<file path="config.mk">
export PLATFORM = sky130hd
export DESIGN_NAME = ft12_frame_receiver
export DESIGN_NICKNAME = d
export VERILOG_FILES = /design/src/rtl/core/ft12_pkg.sv /design/src/rtl/core/ft12_out_queue.sv /design/src/rtl/core/ft12_rx_core.sv /design/src/rtl/core/ft12_frame_receiver.sv
export SDC_FILE = /design/constraint.sdc
export NUM_CORES = 1
export LEC_CHECK = 0
export ABC_AREA = 0
export BUFFER_PORTS_ARGS = -buffer_cell sky130_fd_sc_hd__buf_4
export CAP_MARGIN = 5
export CORE_AREA = 3 3 251 253
export DETAILED_ROUTE_END_ITERATION = 16
export DIE_AREA = 0 0 254 256
export PLACE_DENSITY = 0.52
export SLEW_MARGIN = 25
export SYNTH_ARGS = -nofsm -noshare
export SYNTH_HDL_FRONTEND = slang
export SYNTH_SLANG_ARGS = --single-unit
</file>
<file path="constraint.sdc">
create_clock -name clk -period 6.9 [get_ports clk]
set_input_delay 0.69 -clock clk [delete_from_list [all_inputs] [get_ports clk]]
set_output_delay 0.69 -clock clk [all_outputs]
set_load 0.005 [all_outputs]
</file>
<file path="src/rtl/core/ft12_pkg.sv">
// ============================================================================
// ft12_pkg
// Types and constants for the FT1.2 variable-frame receiver.
// ============================================================================
package ft12_pkg;

  localparam int HEADER_BYTES = 11;
  localparam int CFG_INDEX_W  = 2;
  localparam int CFG_DATA_W   = 16;

  localparam logic [31:0] WORD0_MASK = 32'hffff_ff00;

  // transaction kinds
  localparam logic [1:0] KIND_BYTE    = 2'd0;
  localparam logic [1:0] KIND_TICK    = 2'd1;
  localparam logic [1:0] KIND_RELEASE = 2'd2;
  localparam logic [1:0] KIND_SPARE   = 2'd3;

  // configuration register indexes
  localparam logic [CFG_INDEX_W-1:0] CFG_START_CHAR = 2'd0;
  localparam logic [CFG_INDEX_W-1:0] CFG_STOP_CHAR  = 2'd1;
  localparam logic [CFG_INDEX_W-1:0] CFG_IDLE_LIMIT = 2'd2;

  localparam logic [7:0]  START_CHAR_RST = 8'h68;
  localparam logic [7:0]  STOP_CHAR_RST  = 8'h16;
  localparam logic [15:0] IDLE_LIMIT_RST = 16'd100;

  typedef struct packed {
    logic [1:0] kind;
    logic [7:0] rx_byte;
  } in_item_t;

  typedef struct packed {
    logic        word_write;
    logic [6:0]  word_index;
    logic [31:0] word_value;
    logic        frame_good;
    logic [7:0]  link_control;
    logic [7:0]  dest_subaddress;
    logic [15:0] message_type;
    logic [15:0] dest_address;
    logic [15:0] source_address;
    logic [7:0]  hop_count;
    logic [15:0] sequence_number;
    logic        buffer_full;
  } out_item_t;

  typedef struct packed {
    logic [7:0]  start_char;
    logic [7:0]  stop_char;
    logic [15:0] idle_limit;
  } cfg_regs_t;

endpackage

</file>
<file path="src/rtl/core/ft12_out_queue.sv">
// ============================================================================
// ft12_out_queue
// Two-entry result queue; decouples the receive path from downstream stalls.
// ============================================================================
module ft12_out_queue
  import ft12_pkg::*;
(
  input  logic      clk,
  input  logic      rst_n,
  input  logic      push,
  input  out_item_t push_data,
  output logic      full,
  output logic      out_valid,
  input  logic      out_stall,
  output out_item_t out_data
);

  out_item_t  entry_r [2];
  logic       rd_ptr_r, rd_ptr_nxt;
  logic       wr_ptr_r, wr_ptr_nxt;
  logic [1:0] count_r, count_nxt;
  logic       pop;

  assign out_valid = (count_r != 2'd0);
  assign full      = (count_r == 2'd2);
  assign out_data  = entry_r[rd_ptr_r];
  assign pop       = out_valid && !out_stall;

  always_comb begin
    rd_ptr_nxt = rd_ptr_r ^ pop;
    wr_ptr_nxt = wr_ptr_r ^ push;
    count_nxt  = count_r + {1'b0, push} - {1'b0, pop};
  end

  always_ff @(posedge clk) begin
    if (!rst_n) begin
      rd_ptr_r <= 1'b0;
      wr_ptr_r <= 1'b0;
      count_r  <= 2'd0;
    end else begin
      rd_ptr_r <= rd_ptr_nxt;
      wr_ptr_r <= wr_ptr_nxt;
      count_r  <= count_nxt;
    end
  end

  always_ff @(posedge clk) begin
    if (push) begin
      entry_r[wr_ptr_r] <= push_data;
    end
  end

endmodule

</file>
<file path="src/rtl/core/ft12_rx_core.sv">
// ============================================================================
// ft12_rx_core
// Frame hunt, byte counting, checksum, header capture and word packing.
// ============================================================================
module ft12_rx_core
  import ft12_pkg::*;
(
  input  logic      clk,
  input  logic      rst_n,
  input  logic      step_en,
  input  in_item_t  item,
  input  cfg_regs_t cfg,
  output out_item_t result
);

  logic [31:0] shift_r,    shift_nxt;
  logic        in_frame_r, in_frame_nxt;
  logic [8:0]  byte_cnt_r, byte_cnt_nxt;
  logic [7:0]  len_r,      len_nxt;
  logic [7:0]  sum_r,      sum_nxt;
  logic [31:0] asm_r,      asm_nxt;
  logic [1:0]  lane_r,     lane_nxt;
  logic [6:0]  ptr_r,      ptr_nxt;
  logic [15:0] idle_r,     idle_nxt;
  logic        full_r,     full_nxt;
  logic [7:0]  hdr_r   [HEADER_BYTES];
  logic [7:0]  hdr_nxt [HEADER_BYTES];

  logic [7:0]  b;
  logic [31:0] shift_cat;
  logic [8:0]  n;
  logic [8:0]  total;
  logic        last;
  logic [31:0] asm_byte;
  logic [16:0] idle_inc;

  assign b         = item.rx_byte;
  assign shift_cat = {shift_r[23:0], b};
  assign n         = byte_cnt_r + 9'd1;
  assign total     = {1'b0, len_r} + 9'd2;
  assign last      = (n >= total);
  assign asm_byte  = {24'd0, b} << {lane_r, 3'b000};
  assign idle_inc  = {1'b0, idle_r} + 17'd1;

  always_comb begin
    shift_nxt    = shift_r;
    in_frame_nxt = in_frame_r;
    byte_cnt_nxt = byte_cnt_r;
    len_nxt      = len_r;
    sum_nxt      = sum_r;
    asm_nxt      = asm_r;
    lane_nxt     = lane_r;
    ptr_nxt      = ptr_r;
    idle_nxt     = idle_r;
    full_nxt     = full_r;
    hdr_nxt      = hdr_r;
    result       = '0;

    unique case (item.kind)
      KIND_BYTE: begin
        if (!full_r) begin
          idle_nxt = 16'd0;
          if (!in_frame_r) begin
            shift_nxt = shift_cat;
            // start, L, L, start with the newest byte in the low lane
            if (shift_cat[7:0] == cfg.start_char && shift_cat[31:24] == cfg.start_char &&
                shift_cat[15:8] == shift_cat[23:16]) begin
              len_nxt           = shift_cat[15:8];
              in_frame_nxt      = 1'b1;
              byte_cnt_nxt      = 9'd0;
              sum_nxt           = 8'd0;
              result.word_write = 1'b1;
              result.word_index = 7'd0;
              result.word_value = {shift_cat[15:8], shift_cat[15:8], cfg.start_char, 8'h00}
                                  & WORD0_MASK;
              asm_nxt           = {24'd0, cfg.start_char};
              lane_nxt          = 2'd1;
              ptr_nxt           = 7'd1;
              shift_nxt         = 32'd0;
            end
          end else begin
            byte_cnt_nxt = n;
            if (n <= {1'b0, len_r}) begin
              sum_nxt = sum_r + b;
            end else if (n == {1'b0, len_r} + 9'd1) begin
              sum_nxt = sum_r ^ b;  // zero when checksum matches
            end
            for (int i = 0; i < HEADER_BYTES; i++) begin
              if (n == 9'(i + 1)) begin
                hdr_nxt[i] = b;
              end
            end
            asm_nxt = (lane_r == 2'd0) ? {24'd0, b} : (asm_r | asm_byte);
            if (lane_r == 2'd3 || last) begin
              result.word_write = 1'b1;
              result.word_index = ptr_r;
              result.word_value = asm_nxt;
            end
            if (lane_r == 2'd3) begin
              lane_nxt = 2'd0;
              ptr_nxt  = ptr_r + 7'd1;
            end else begin
              lane_nxt = lane_r + 2'd1;
            end
            if (last) begin
              in_frame_nxt = 1'b0;
              if (sum_nxt == 8'd0 && b == cfg.stop_char) begin
                full_nxt          = 1'b1;
                result.frame_good = 1'b1;
              end
            end
          end
        end
      end
      KIND_TICK: begin
        if (idle_inc > {1'b0, cfg.idle_limit}) begin
          idle_nxt     = 16'd0;
          in_frame_nxt = 1'b0;
        end else begin
          idle_nxt = idle_inc[15:0];
        end
      end
      KIND_RELEASE: begin
        full_nxt = 1'b0;
      end
      default: begin
      end
    endcase

    result.link_control    = hdr_nxt[0];
    result.dest_subaddress = hdr_nxt[1];
    result.message_type    = {hdr_nxt[3], hdr_nxt[2]};
    result.dest_address    = {hdr_nxt[5], hdr_nxt[4]};
    result.source_address  = {hdr_nxt[7], hdr_nxt[6]};
    result.hop_count       = hdr_nxt[8];
    result.sequence_number = {hdr_nxt[10], hdr_nxt[9]};
    result.buffer_full     = full_nxt;
  end

  always_ff @(posedge clk) begin
    if (!rst_n) begin
      shift_r    <= 32'd0;
      in_frame_r <= 1'b0;
      byte_cnt_r <= 9'd0;
      len_r      <= 8'd0;
      sum_r      <= 8'd0;
      asm_r      <= 32'd0;
      lane_r     <= 2'd0;
      ptr_r      <= 7'd0;
      idle_r     <= 16'd0;
      full_r     <= 1'b0;
      for (int i = 0; i < HEADER_BYTES; i++) begin
        hdr_r[i] <= 8'd0;
      end
    end else if (step_en) begin
      shift_r    <= shift_nxt;
      in_frame_r <= in_frame_nxt;
      byte_cnt_r <= byte_cnt_nxt;
      len_r      <= len_nxt;
      sum_r      <= sum_nxt;
      asm_r      <= asm_nxt;
      lane_r     <= lane_nxt;
      ptr_r      <= ptr_nxt;
      idle_r     <= idle_nxt;
      full_r     <= full_nxt;
      hdr_r      <= hdr_nxt;
    end
  end

endmodule

</file>
<file path="src/rtl/core/ft12_frame_receiver.sv">
// ============================================================================
// ft12_frame_receiver
// FT1.2 variable-length frame receiver, one transaction per cycle while the result queue has room.
// ============================================================================
// Input channel (in_valid/in_stall/in_data): one transaction per received
// byte, idle tick or buffer release. Every accepted transaction yields
// exactly one result on the output channel (out_valid/out_stall/out_data):
// an optional buffer word to write, the frame-good strobe, the captured
// header fields and the buffer-full flag.
// Path: the input register, then the step logic into a two-entry result
// queue; out_valid rises once a result has been pushed into that queue.
// Throughput: one transaction per cycle while the result queue is not full;
// the receive core updates its state once for each accepted transaction.
// Reset (rst_n low at a clock edge) clears all frame state, empties the
// pipeline and reloads start 0x68, end 0x16 and idle limit 100.
// When the downstream side stalls, the queue absorbs two results and the
// input register one more transaction; after that in_stall rises.
// Configuration writes (cfg_wen, cfg_index, cfg_wdata) take effect at the
// next edge and are meant for idle periods only.
// ============================================================================
module ft12_frame_receiver
  import ft12_pkg::*;
(
  input  logic                   clk,
  input  logic                   rst_n,
  input  logic                   in_valid,
  output logic                   in_stall,
  input  in_item_t               in_data,
  output logic                   out_valid,
  input  logic                   out_stall,
  output out_item_t              out_data,
  input  logic                   cfg_wen,
  input  logic [CFG_INDEX_W-1:0] cfg_index,
  input  logic [CFG_DATA_W-1:0]  cfg_wdata
);

  logic      in_valid_r;
  in_item_t  in_data_r;
  cfg_regs_t cfg_r;
  logic      q_full;
  logic      step_en;
  out_item_t step_result;

  assign in_stall = in_valid_r && q_full;
  assign step_en  = in_valid_r && !q_full;

  always_ff @(posedge clk) begin
    if (!rst_n) begin
      in_valid_r <= 1'b0;
    end else if (!in_stall) begin
      in_valid_r <= in_valid;
    end
  end

  always_ff @(posedge clk) begin
    if (in_valid && !in_stall) begin
      in_data_r <= in_data;
    end
  end

  always_ff @(posedge clk) begin
    if (!rst_n) begin
      cfg_r.start_char <= START_CHAR_RST;
      cfg_r.stop_char  <= STOP_CHAR_RST;
      cfg_r.idle_limit <= IDLE_LIMIT_RST;
    end else if (cfg_wen) begin
      unique case (cfg_index)
        CFG_START_CHAR: cfg_r.start_char <= cfg_wdata[7:0];
        CFG_STOP_CHAR:  cfg_r.stop_char  <= cfg_wdata[7:0];
        CFG_IDLE_LIMIT: cfg_r.idle_limit <= cfg_wdata;
        default: begin
        end
      endcase
    end
  end

  ft12_rx_core u_core (
    .clk     (clk),
    .rst_n   (rst_n),
    .step_en (step_en),
    .item    (in_data_r),
    .cfg     (cfg_r),
    .result  (step_result)
  );

  ft12_out_queue u_queue (
    .clk       (clk),
    .rst_n     (rst_n),
    .push      (step_en),
    .push_data (step_result),
    .full      (q_full),
    .out_valid (out_valid),
    .out_stall (out_stall),
    .out_data  (out_data)
  );

endmodule

</file>
==> flow_summary.yaml <==
pwr:
  combPwrFrac: 0.136
  switching_share: 0.243
  intPower_mw: 5.72
  pwr-share-seq: 0.451
  power.share.clock: 0.412
  power_switching_mw: 1.84
  power_density_nw_per_um2: 279
  leakage_nw: 10.1
  vdd_drop_max_uv: 181
timing:
  worstMarginPinSlew_ns: 1.03
  drv_slew: 0
  grt_setup_unrepaired: "no"
  finalWorstSetupSlack_ns: 2.46
  fin_setup_tns_ns: 0
  max_freq_ghz: 0.225
  timing.final.crit_share: 0.644
  post-route-min-period_ns: 4.44
  finalHoldViolCount: 0
  fin_skew_ns: 0.0273
  maxSlewHeadroom: 0.310
  setup_viol: 0
logic_synthesis:
  async_reset_ff_frac: 0
  syn-num-nets: 2095
  avgSynthCellArea_um2: 11.5
  ys_ff_latch: 504
  synth_edf_count: 270
  ys_types: 70
  synth_seq_area_share: 0.555
  synth.most_common_cell: "edfxtp_1"
  synth_top_cell_by_area: "edfxtp_1"
  syn_inst: 2007
  synth_top_area_frac: 0.352
  yosys-top-cells-area: "edfxtp_1 35%, dfxtp_1 20%, mux2_2 11%"
  synth_common_cells: "270 x edfxtp_1, 234 x dfxtp_1, 218 x mux2_2, 180 x nand2_1, 147 x nor2b_1"
  ys.flop_type: "edfxtp_1"
  yosys_warnings: 0
  synth_area_um2: 23100
place:
  dpl_cell_area_um2: 25100
  dp_hpwl_um: 39800
  gp_congestion: 0.831
  port_buffers: 164
  dp_worst_setup_slack_ns: 2.54
critical_path:
  critical-path-max-stage-delay_ns: 0.82
  cpMostUsedCell: "o21ai_0"
  path_depth: 12
  worstSetupPathType: "reg2reg"
  cp-startpoint: "u_core.byte_cnt_r[0]$_SDFFE_PN0P_"
  r2r_cells: 12
  r2r_setup_slack_ns: 2.46
  path_cells: "ha_1 > nand3_1 > nor2_2 > xnor2_1 > inv_2 > ha_1 > o21ai_0 > a22oi_1 > o21ai_0 > a21oi_1 > o21ai_0 > nor2_1"
  r2r_end: "u_queue.entry_r[0][108]$_DFFE_PP_"
  crit_slowest_cell: "a21oi_1"
  cp-end-kind: "register"
  r2r-start: "u_core.byte_cnt_r[0]$_SDFFE_PN0P_"
  critPathLaunchType: "register"
  cp_max_fo: 10
  cpLargestDelayFamily: "compound AO/OA/AOI/OAI gates"
  cp.arrival_ns: 4.89
  worstPathRequired_ns: 7.34
  crit_buf_inv: 1
  setup.worst_path.end: "u_queue.entry_r[0][108]$_DFFE_PP_"
layout:
  area_growth_pct: 17.4
  nets: 2231
  final_area_um2: 27100
  drive_gt1_frac: 0.240
global_route:
  grt_max_degree: 86
  grt_pass1_vias: 15500
  track_usage: 0.184
  grt_pass1_wl_um: 92600
  overflow: 0
  grt_antenna_before_repair: 0
floorplanning:
  core_region_area_um2: 61300
  rows: 91
  start_util: 0.376
  ios: 165
  dieArea_um2: 65000
  die_x_um: 254
  fp.dieH_um: 256
detailed_routing:
  drtAntennaViolNets: 0
  first_pass_iters: 5
  first_iter_violations: 1011
  routed_wl_um: 60400
  drc: 0
  wire_per_inst_um: 20.3
  num_vias: 15400
  via_per_inst: 5.15
cts:
  cts-hold-fix-buffers: 0
  htree_levels: 2
  cts_made_buffers: 55
  ctsResizeCount: 0
  clk_latency_ns: 0.62
  clk_pin_slew_ns: 0.07
  cts_sinks: 504
  cts.path.max_buffers: 3
  cts_tree: "done"
  post_cts_buffers: 0
  cts_root_buffer: "clkbuf_16"
job:
  maxCapViolCount: 0
hold_path:
  hold_path.class: "in2reg"
run_status:
  status: "finished clean"
[logic make-up (layout without fill, tap and decap cells)]
logic type	after synthesis	after routing	share of synthesized area
mux	314	314	0.148
xor+xnor	62	62	0.0248
fa+ha+maj	55	55	0.0302
buf+inv	156	339	0.0262
compound gates	271	271	0.0762
simple gates	645	645	0.140
flops	504	504	0.555
other cells	0	1	0
[layer usage]
metal	GRT usage	wire [um]
met3	0.0329	2770
met2	0.300	28300
met1	0.254	28100
met4	0.0416	1180
met5	0	0
[power by group through the flow]
stage	registers, mW	logic, mW	clock network (mW)
after floorplan	3.41	0.574	0
after global placement	3.48	1.05	0
after detailed placement	3.48	1.06	0
after CTS	3.41	1.06	3.20
after global routing	3.43	1.12	3.32
final	3.41	1.03	3.12
[flip-flops by register name, summed over array words and instances (netlist names), named ones only]
signal	cells
cfg_r	32
in_data_r	10
u_core.full_r	1
u_core.len_r	8
in_valid_r	1
u_core.byte_cnt_r	9
u_core.idle_r	16
u_core.lane_r	2
u_queue.entry_r	260
u_core.ptr_r	7
u_core.hdr_r	88
u_queue.rd_ptr_r	1
u_core.asm_r	32
u_queue.count_r	2
u_core.in_frame_r	1
u_core.sum_r	8
u_queue.wr_ptr_r	1
u_core.shift_r	24
[layout by cell type, fill, tap and decap left out, types with 12 or more instances in the layout]
master / count
dfxtp_1: 233
buf_4: 188
xor2_1: 14
and2_1: 22
nor3_1: 19
nor2b_1: 147
mux2_2: 218
ha_1: 52
nor2_1: 136
a21oi_1: 92
nand3_1: 44
clkbuf_16: 55
xnor2_1: 46
edfxtp_1: 270
a22oi_1: 18
mux2i_1: 96
o21ai_0: 35
a21boi_0: 43
nand2_1: 179
and3_1: 17
inv_1: 41
nand4_1: 17
nor3b_1: 12
[how the worst min path moves through the flow]
stage | from | to | slack, ns | cells past startpoint
floorplan | u_core.hdr_r[63]$_SDFFE_PN0P_ | u_core.hdr_r[63]$_SDFFE_PN0P_ | 0.44 | 2
global placement | u_core.hdr_r[56]$_SDFFE_PN0P_ | u_core.hdr_r[56]$_SDFFE_PN0P_ | 0.45 | 2
detailed placement | cfg_r[7]$_SDFFE_PN0P_ | cfg_r[7]$_SDFFE_PN0P_ | 0.46 | 2
CTS | in_data[9] | in_data_r[9]$_DFFE_PP_ | 0.23 | 1
global route | in_data[0] | in_data_r[0]$_DFFE_PP_ | 0.23 | 1
finish | in_data[9] | in_data_r[9]$_DFFE_PP_ | 0.26 | 1
[per-stage QoR]
step | hold WS, ns | instances | total power, mW | util
2_1_floorplan | 0.441 | 2007 | 3.98 | -
6_report | 0.262 | 2981 | 7.55 | 0.442
4_1_cts | 0.226 | 2980 | 7.68 | 0.442
3_5_place_dp | 0.459 | 2876 | 4.54 | 0.411
5_1_grt | 0.234 | 2980 | 7.86 | 0.442
3_3_place_gp | 0.449 | 2874 | 4.52 | 0.409
[area by class of cell]
cell class | count | area [um2]
Clock inverter | 35 | 445
Antenna cell | 1 | 2.50
Fill cell | 5788 | 34200
Inverter | 44 | 165
Clock buffer | 69 | 1480
Multi-Input combinational cell | 1347 | 9720
Sequential cell | 504 | 12800
Tap cell | 790 | 988
Timing Repair Buffer | 191 | 1480
Power figures use the tool's default switching activity.
